--- config.mk ---
export PLATFORM = sky130hd
export DESIGN_NAME = motor_safety_supervisor
export DESIGN_NICKNAME = d
export VERILOG_FILES = /design/src/rtl/mss_pkg.sv /design/src/rtl/mss_step.sv /design/src/rtl/motor_safety_supervisor.sv
export SDC_FILE = /design/constraint.sdc
export NUM_CORES = 1
export LEC_CHECK = 0
export BUFFER_PORTS_ARGS = -buffer_cell sky130_fd_sc_hd__buf_4
export CAP_MARGIN = 20
export CORE_MARGIN = 4
export CORE_UTILIZATION = 59
export CTS_CLUSTER_SIZE = 20
export DETAILED_ROUTE_END_ITERATION = 8
export PLACE_DENSITY = 0.8
export SLEW_MARGIN = 10
export SYNTH_ARGS = -nofsm -noshare
export SYNTH_HDL_FRONTEND = slang
export SYNTH_SLANG_ARGS = --single-unit
--- constraint.sdc ---
create_clock -name clk -period 9.6 [get_ports clk]
set_clock_uncertainty 0.05 [all_clocks]
set_input_delay 0.48 -clock clk [delete_from_list [all_inputs] [get_ports clk]]
set_output_delay 0.48 -clock clk [all_outputs]
set_load 0.01 [all_outputs]
--- src/rtl/mss_pkg.sv ---
// Shared types and constants for the motor safety supervisor.
// Holds the state encoding, status codes, register indexes and beat structs.
// No dependencies.
package mss_pkg;

  typedef enum logic [2:0] {
    FSM_INIT  = 3'd0,
    FSM_OPER  = 3'd1,
    FSM_OFF   = 3'd2,
    FSM_ERROR = 3'd3,
    FSM_SWEM  = 3'd4,
    FSM_HWEM  = 3'd5,
    FSM_LOSS  = 3'd6
  } mss_fsm_t;

  localparam logic [2:0] STS_INIT    = 3'd0;
  localparam logic [2:0] STS_READY   = 3'd1;
  localparam logic [2:0] STS_RUNNING = 3'd2;
  localparam logic [2:0] STS_OFF     = 3'd3;
  localparam logic [2:0] STS_ERROR   = 3'd4;
  localparam logic [2:0] STS_SWEM    = 3'd5;
  localparam logic [2:0] STS_HWEM    = 3'd6;
  localparam logic [2:0] STS_LOSS    = 3'd7;

  localparam logic [1:0] CFG_OVER_TEMP   = 2'd0;
  localparam logic [1:0] CFG_CLEAR_TEMP  = 2'd1;
  localparam logic [1:0] CFG_RECONNECT   = 2'd2;
  localparam logic [1:0] CFG_PING_LIMIT  = 2'd3;

  localparam logic [7:0]  OVER_TEMP_RST  = 8'd70;
  localparam logic [7:0]  CLEAR_TEMP_RST = 8'd60;
  localparam logic [15:0] RECONNECT_RST  = 16'd500;
  localparam logic [3:0]  PING_LIMIT_RST = 4'd3;
  localparam logic [3:0]  PING_CNT_MAX   = 4'd15;

  localparam logic [1:0] PHASE_TEMP = 2'd0;
  localparam logic [1:0] PHASE_IDLE = 2'd1;
  localparam logic [1:0] PHASE_ERR  = 2'd2;

  typedef struct packed {
    logic [7:0]  over_temp_limit;
    logic [7:0]  clear_temp_limit;
    logic [15:0] retry_period_ms;
    logic [3:0]  ping_fail_limit;
  } mss_cfg_t;

  typedef struct packed {
    logic        estop_request;
    logic        master_timeout;
    logic        torque_write;
    logic        torque_value;
    logic        ping_ok;
    logic        moving_flag;
    logic [7:0]  temp_sample;
    logic [7:0]  error_sample;
    logic [31:0] now_ms;
  } mss_item_t;

  typedef struct packed {
    mss_fsm_t    fsm;
    logic [2:0]  status;
    logic        torque_flag;
    logic        post_loss_lock;
    logic [3:0]  ping_fail_count;
    logic [1:0]  read_phase;
    logic [31:0] last_retry_ms;
    logic [7:0]  temp;
    logic [7:0]  error;
  } mss_state_t;

  typedef struct packed {
    logic [2:0] status_code;
    logic       torque_drive;
    logic       reboot_request;
    logic [7:0] latched_temp;
    logic [7:0] latched_error;
  } mss_result_t;

endpackage

--- src/rtl/mss_step.sv ---
// Next-state and result logic for one supervisor tick.
// Purely combinational; depends on mss_pkg.
module mss_step
  import mss_pkg::*;
(
  input  mss_cfg_t    cfg,
  input  mss_state_t  cur,
  input  mss_item_t   item,
  output mss_state_t  nxt,
  output mss_result_t res
);

  logic        tf;
  logic        reboot;
  logic [3:0]  cnt_inc;
  logic [31:0] elapsed;

  assign tf      = item.torque_write ? item.torque_value : cur.torque_flag;
  assign cnt_inc = (cur.ping_fail_count < PING_CNT_MAX) ?
                   cur.ping_fail_count + 4'd1 : cur.ping_fail_count;
  assign elapsed = item.now_ms - cur.last_retry_ms;

  always_comb begin
    nxt             = cur;
    nxt.torque_flag = tf;
    reboot          = 1'b0;
    unique case (cur.fsm)
      FSM_INIT: begin
        nxt.temp            = 8'd0;
        nxt.ping_fail_count = 4'd0;
        if (!item.ping_ok) begin
          nxt.fsm           = FSM_ERROR;
          nxt.status        = STS_ERROR;
          nxt.last_retry_ms = 32'd0;
        end else begin
          nxt.torque_flag = ~cur.post_loss_lock;
          nxt.fsm         = FSM_OPER;
        end
      end
      FSM_OPER: begin
        if (item.estop_request) begin
          nxt.fsm            = FSM_SWEM;
          nxt.status         = STS_SWEM;
          nxt.torque_flag    = 1'b0;
          nxt.post_loss_lock = 1'b1;
        end else if (item.master_timeout) begin
          nxt.fsm            = FSM_LOSS;
          nxt.status         = STS_LOSS;
          nxt.torque_flag    = 1'b0;
          nxt.post_loss_lock = 1'b1;
        end else if (cur.temp > cfg.over_temp_limit || cur.error != 8'd0) begin
          nxt.fsm         = FSM_HWEM;
          nxt.status      = STS_HWEM;
          nxt.torque_flag = 1'b0;
        end else if (cur.post_loss_lock) begin
          nxt.status = STS_READY;
          if (!tf) begin
            nxt.post_loss_lock = 1'b0;
          end
        end else if (!item.ping_ok) begin
          nxt.ping_fail_count = cnt_inc;
          if (cnt_inc >= cfg.ping_fail_limit) begin
            nxt.ping_fail_count = 4'd0;
            nxt.fsm             = FSM_ERROR;
            nxt.status          = STS_ERROR;
            nxt.temp            = 8'd0;
            nxt.last_retry_ms   = 32'd0;
          end
        end else begin
          nxt.ping_fail_count = 4'd0;
          if (!tf) begin
            nxt.fsm    = FSM_OFF;
            nxt.status = STS_OFF;
          end else begin
            if (cur.read_phase == PHASE_TEMP) begin
              nxt.temp = item.temp_sample;
            end else if (cur.read_phase == PHASE_ERR) begin
              nxt.error = item.error_sample;
            end
            nxt.read_phase = (cur.read_phase == PHASE_IDLE) ? PHASE_ERR :
                             (cur.read_phase == PHASE_ERR)  ? PHASE_TEMP : PHASE_IDLE;
            nxt.status     = item.moving_flag ? STS_RUNNING : STS_READY;
          end
        end
      end
      FSM_OFF: begin
        if (item.estop_request) begin
          nxt.fsm            = FSM_SWEM;
          nxt.status         = STS_SWEM;
          nxt.torque_flag    = 1'b0;
          nxt.post_loss_lock = 1'b1;
        end else if (tf) begin
          nxt.fsm = FSM_OPER;
        end
      end
      FSM_ERROR: begin
        if (elapsed >= {16'd0, cfg.retry_period_ms}) begin
          nxt.last_retry_ms = item.now_ms;
          if (item.ping_ok) begin
            nxt.fsm    = FSM_INIT;
            nxt.status = STS_INIT;
          end
        end
      end
      FSM_SWEM: begin
        if (!item.estop_request) begin
          nxt.fsm = FSM_OPER;
        end
      end
      FSM_HWEM: begin
        nxt.temp  = item.temp_sample;
        nxt.error = item.error_sample;
        if (item.temp_sample < cfg.clear_temp_limit && item.error_sample == 8'd0) begin
          reboot     = 1'b1;
          nxt.fsm    = FSM_INIT;
          nxt.status = STS_INIT;
        end
      end
      FSM_LOSS: begin
        if (!item.master_timeout) begin
          nxt.fsm = FSM_OPER;
        end
      end
      default: begin
        nxt.fsm    = FSM_INIT;
        nxt.status = STS_INIT;
      end
    endcase
  end

  assign res.status_code    = nxt.status;
  assign res.torque_drive   = (nxt.fsm == FSM_OPER) && !nxt.post_loss_lock && nxt.torque_flag;
  assign res.reboot_request = reboot;
  assign res.latched_temp   = nxt.temp;
  assign res.latched_error  = nxt.error;

endmodule

--- src/rtl/motor_safety_supervisor.sv ---
// Top level of the motor safety supervisor: input register, state, result register.
// Depends on mss_pkg and mss_step.
//
//   channel | direction | handshake           | payload
//   in_     | input     | in_valid / in_stall | flags, samples, now_ms
//   out_    | output    | out_valid/out_stall | status, torque, reboot, latches
//   cfg_    | input     | cfg_wr_en           | cfg_index, cfg_wdata
//
// One beat per clock without out_stall; a beat goes via input then result register.
// The input register holds one beat while the result register waits on out_stall.
// Reset is synchronous; it clears the state machine, the supervisor state and the
// configuration registers to their defaults. There is no clearing pass.
module motor_safety_supervisor
  import mss_pkg::*;
(
  input  logic        clk,
  input  logic        rst_n,
  input  logic        in_valid,
  output logic        in_stall,
  input  logic        in_estop_request,
  input  logic        in_master_timeout,
  input  logic        in_torque_write,
  input  logic        in_torque_value,
  input  logic        in_ping_ok,
  input  logic        in_moving_flag,
  input  logic [7:0]  in_temp_sample,
  input  logic [7:0]  in_error_sample,
  input  logic [31:0] in_now_ms,
  output logic        out_valid,
  input  logic        out_stall,
  output logic [2:0]  out_status_code,
  output logic        out_torque_drive,
  output logic        out_reboot_request,
  output logic [7:0]  out_latched_temp,
  output logic [7:0]  out_latched_error,
  input  logic        cfg_wr_en,
  input  logic [1:0]  cfg_index,
  input  logic [15:0] cfg_wdata
);

  mss_cfg_t    cfg_r;
  mss_state_t  state_r;
  mss_state_t  state_nxt;
  mss_item_t   item_r;
  mss_result_t res_nxt;
  mss_result_t res_r;
  logic        item_valid_r;
  logic        out_valid_r;
  logic        advance;

  assign advance  = item_valid_r && (!out_valid_r || !out_stall);
  assign in_stall = item_valid_r && !advance;

  always_ff @(posedge clk) begin
    if (!rst_n) begin
      cfg_r.over_temp_limit  <= OVER_TEMP_RST;
      cfg_r.clear_temp_limit <= CLEAR_TEMP_RST;
      cfg_r.retry_period_ms  <= RECONNECT_RST;
      cfg_r.ping_fail_limit  <= PING_LIMIT_RST;
    end else if (cfg_wr_en) begin
      unique case (cfg_index)
        CFG_OVER_TEMP:  cfg_r.over_temp_limit  <= cfg_wdata[7:0];
        CFG_CLEAR_TEMP: cfg_r.clear_temp_limit <= cfg_wdata[7:0];
        CFG_RECONNECT:  cfg_r.retry_period_ms  <= cfg_wdata;
        CFG_PING_LIMIT: cfg_r.ping_fail_limit  <= cfg_wdata[3:0];
      endcase
    end
  end

  always_ff @(posedge clk) begin
    if (!rst_n) begin
      item_valid_r <= 1'b0;
    end else if (in_valid && !in_stall) begin
      item_valid_r <= 1'b1;
    end else if (advance) begin
      item_valid_r <= 1'b0;
    end
  end

  always_ff @(posedge clk) begin
    if (in_valid && !in_stall) begin
      item_r.estop_request  <= in_estop_request;
      item_r.master_timeout <= in_master_timeout;
      item_r.torque_write   <= in_torque_write;
      item_r.torque_value   <= in_torque_value;
      item_r.ping_ok        <= in_ping_ok;
      item_r.moving_flag    <= in_moving_flag;
      item_r.temp_sample    <= in_temp_sample;
      item_r.error_sample   <= in_error_sample;
      item_r.now_ms         <= in_now_ms;
    end
  end

  mss_step u_step (
    .cfg  (cfg_r),
    .cur  (state_r),
    .item (item_r),
    .nxt  (state_nxt),
    .res  (res_nxt)
  );

  always_ff @(posedge clk) begin
    if (!rst_n) begin
      state_r.fsm             <= FSM_INIT;
      state_r.status          <= STS_INIT;
      state_r.torque_flag     <= 1'b0;
      state_r.post_loss_lock  <= 1'b0;
      state_r.ping_fail_count <= 4'd0;
      state_r.read_phase      <= PHASE_TEMP;
      state_r.last_retry_ms   <= 32'd0;
      state_r.temp            <= 8'd0;
      state_r.error           <= 8'd0;
    end else if (advance) begin
      state_r <= state_nxt;
    end
  end

  always_ff @(posedge clk) begin
    if (!rst_n) begin
      out_valid_r <= 1'b0;
    end else if (advance) begin
      out_valid_r <= 1'b1;
    end else if (!out_stall) begin
      out_valid_r <= 1'b0;
    end
  end

  always_ff @(posedge clk) begin
    if (advance) begin
      res_r <= res_nxt;
    end
  end

  assign out_valid          = out_valid_r;
  assign out_status_code    = res_r.status_code;
  assign out_torque_drive   = res_r.torque_drive;
  assign out_reboot_request = res_r.reboot_request;
  assign out_latched_temp   = res_r.latched_temp;
  assign out_latched_error  = res_r.latched_error;

endmodule

==> flow_summary.json <==
{
  "run_status": "finished clean",
  "worstPathRequired_ns": 9.85,
  "drive_above_1_share_pct": 14.0,
  "async_flop_share_pct": 0,
  "worstSetupStartpointType": "register",
  "ir_worst_vdd_mv": 0.157,
  "synthCells": 1086,
  "tritoncts": "done",
  "rrSetupSlack_ns": 4.20,
  "placed_cells": 1363,
  "setup_viol": 0,
  "synthFlopType": "dfxtp_1",
  "min_path_cells": 1,
  "area_growth_pct": 14.4,
  "drt-pass1-iter-count": 6,
  "gp_congestion": 0.964,
  "dieArea_mm2": 0.0189,
  "worstHoldEndpoint": "item_r[12]",
  "h-tree-depth": 4,
  "wl_per_cell_um": 16.9,
  "core_region_area_mm2": 0.0165,
  "final_cells": 1395,
  "place_hpwl_um": 17000,
  "final_max_slew_viol_count": 0,
  "cellPowerDensity_mw_per_mm2": 151,
  "crit_chain": "ha_1, a21o_1, a31o_2, o21ai_0, and2_1, o21ai_0, a31oi_1, xnor2_1, ha_1, nand4_1, or2_2, a211oi_1, or4_1, a2111oi_0, o2111ai_1, nor4_4, a2111oi_4, buf_4, mux2i_1",
  "drt_iter0_drc": 716,
  "reg2reg_to": "state_r[31]",
  "yosysMostFrequentCell": "nand2_1",
  "syn_area_per_cell_um2": 9.09,
  "postCtsResizedCells": 0,
  "synth_area_leaders": "edfxtp_1, dfxtp_1, ha_1",
  "vias": 8267,
  "grt_max_degree": 55,
  "netlist_area_mm2": 0.00987,
  "synth_nets": 1234,
  "cts.sinks": 175,
  "synthTopCellsByCount": "nand2_1, dfxtp_1, a21oi_1, inv_1",
  "die_w_um": 137,
  "power.share.clock_pct": 38.1,
  "tightest_slew_ns": 0.995,
  "grt_usage_pct": 25.6,
  "clock_latency_ns": 0.43,
  "cts_made_buffers": 17,
  "synth_edf_count": 75,
  "fin_crit_ns": 5.40,
  "final_area_mm2": 0.0113,
  "die_h_um": 137,
  "hold_violations": 0,
  "reg2reg_from": "item_r[4]",
  "initial_core_util_pct": 59.9,
  "min_path_type": "input pin to register",
  "antenna_found_initial": 0,
  "fmax_mhz": 185,
  "antenna_left": 0,
  "cp_slowest_stage_delay_ns": 0.50,
  "p_int_w": 0.00124,
  "diodes": 0,
  "netSwitchingFraction_pct": 27.3,
  "relSlewSlack_pct": 33.1,
  "maxCapViolCount": 0,
  "drt-total-wl_um": 23600,
  "port_buffers": 99,
  "worstRegToRegCells": 19,
  "synth_top_cell_by_area": "edfxtp_1",
  "cpMaxStageDelayCell": "or4_1",
  "clock-root-buffer": "clkbuf_16",
  "p_seq_share_pct": 48.3,
  "cp-startpoint": "item_r[4]",
  "ys_seq_area_share_pct": 43.1,
  "post-cts-setup-buffers": 0,
  "hp-start": "in_now_ms[12]",
  "synthDominantCellAreaShare_pct": 22.8,
  "endpoint_kind": "register",
  "drc": 0,
  "grt_pass1_wl_um": 38300,
  "p_leak_nw": 4.34,
  "dpl_cell_area_mm2": 0.0107,
  "gr-total-overflow": 0,
  "cts_hold_buffers": 0,
  "power.switching_w": 0.000466,
  "combPwrFrac_pct": 13.6,
  "grt_pass1_vias": 7806,
  "io_pins": 100,
  "clockBufferDepth": 2,
  "tns_ns": 0,
  "ys_ff_latch": 175,
  "critPathArrivalTime_ns": 5.65,
  "viasPerCell": 5.93,
  "nNetsFinal": 1310,
  "synth_cell_type_count": 69,
  "crit_type": "register to register",
  "crit_fanout": 20,
  "rsz0062_at_grt": "false",
  "post-route-util_pct": 68.6,
  "finalCritPeriodShare_pct": 56.2,
  "ys_warn_count": 0,
  "rows": 47,
  "clk_pin_slew_ns": 0.07
}
==> area by class of cell <==
| class | instances | area (µm²) |
|---|---|---|
| fill | 1313 | 5170 |
| timing repair buffer | 108 | 811 |
| clock inverter | 14 | 123 |
| clock buffer | 18 | 429 |
| inverter | 80 | 300 |
| multi-input combinational | 780 | 5100 |
| sequential | 175 | 4250 |
| tap | 220 | 275 |
==> power groups by stage <==
stage | Sequential (W) | Clock [W] | Combinational, W
2_1_floorplan | 0.000834 | 0 | 0.000154
3_3_place_gp | 0.000840 | 0 | 0.000226
3_5_place_dp | 0.000840 | 0 | 0.000229
4_1_cts | 0.000824 | 0.000659 | 0.000230
5_1_grt | 0.000827 | 0.000692 | 0.000258
6_report | 0.000825 | 0.000650 | 0.000233
==> per-layer routing <==
metal	wire length [µm]	track usage [%]	up-vias
met4	382	6.43	0
met5	0	0	-
met3	1690	5.70	34
li1	-	-	4061
met1	10900	35.9	3871
met2	10600	40.5	301
==> kinds of logic after synthesis <==
logic type,count (synthesis),synth area share [%]
muxes,51,5.24
xor gates and xnor gates,17,1.51
DFF,175,43.1
adders and majority gates,71,9.08
buffers and inverters,131,5.33
and+or+nand+nor,365,17.1
AOI/OAI and AO/OA,276,18.7
==> critical path: cells and delay by family, from the launching register on <==
kind | cells | cell delay, ns
mux | 1 | 0.17
xor+xnor | 1 | 0.14
simple gates | 5 | 1.51
flops | 1 | 0.42
compound gates | 9 | 2.05
buf+inv | 1 | 0.29
fa+ha+maj | 2 | 0.63
==> flip-flops by register name, indices dropped and copies added (netlist names) <==
register / cells
state_r: 62
item_r: 54
cfg_r: 36
out_latched_error: 8
out_latched_temp: 8
out_status_code: 3
item_valid_r: 1
out_reboot_request: 1
out_torque_drive: 1
out_valid: 1
==> worst max-delay path by stage <==
stage                        to  slack (ns)  cells past startpoint
floorplan           state_r[17]        4.97                     19
global route        state_r[47]        3.89                     19
global placement    state_r[33]        4.59                     19
detailed placement  state_r[31]        4.30                     19
CTS                 state_r[31]        4.27                     19
finish              state_r[31]        4.20                     19
==> placed cells by master (no fill, tap or decap), drive strengths merged, types with 11 or more instances in the layout <==
master and n:
nand3 13, a22o 22, nor2b 13, dfxtp 100, nand4 18, nand2 170
clkbuf 18, mux2i 46, nor3 19, xnor2 11, o21ai 51, nand2b 12
ha 70, edfxtp 75, o211ai 18, o21a 12, nor2 75, buf 108
a211oi 12, inv 87, a21oi 85
==> through the flow <==
stage                     setup slack (ns)  power, W  hold slack [ns]
after floorplan                       4.97  0.000989            0.385
after global routing                  3.89   0.00178            0.147
after global placement                4.59   0.00107            0.392
after CTS                             4.27   0.00171            0.158
final                                 4.20   0.00171            0.168
after detailed placement              4.30   0.00107            0.397
No activity file was read; power rests on OpenSTA's default activity.
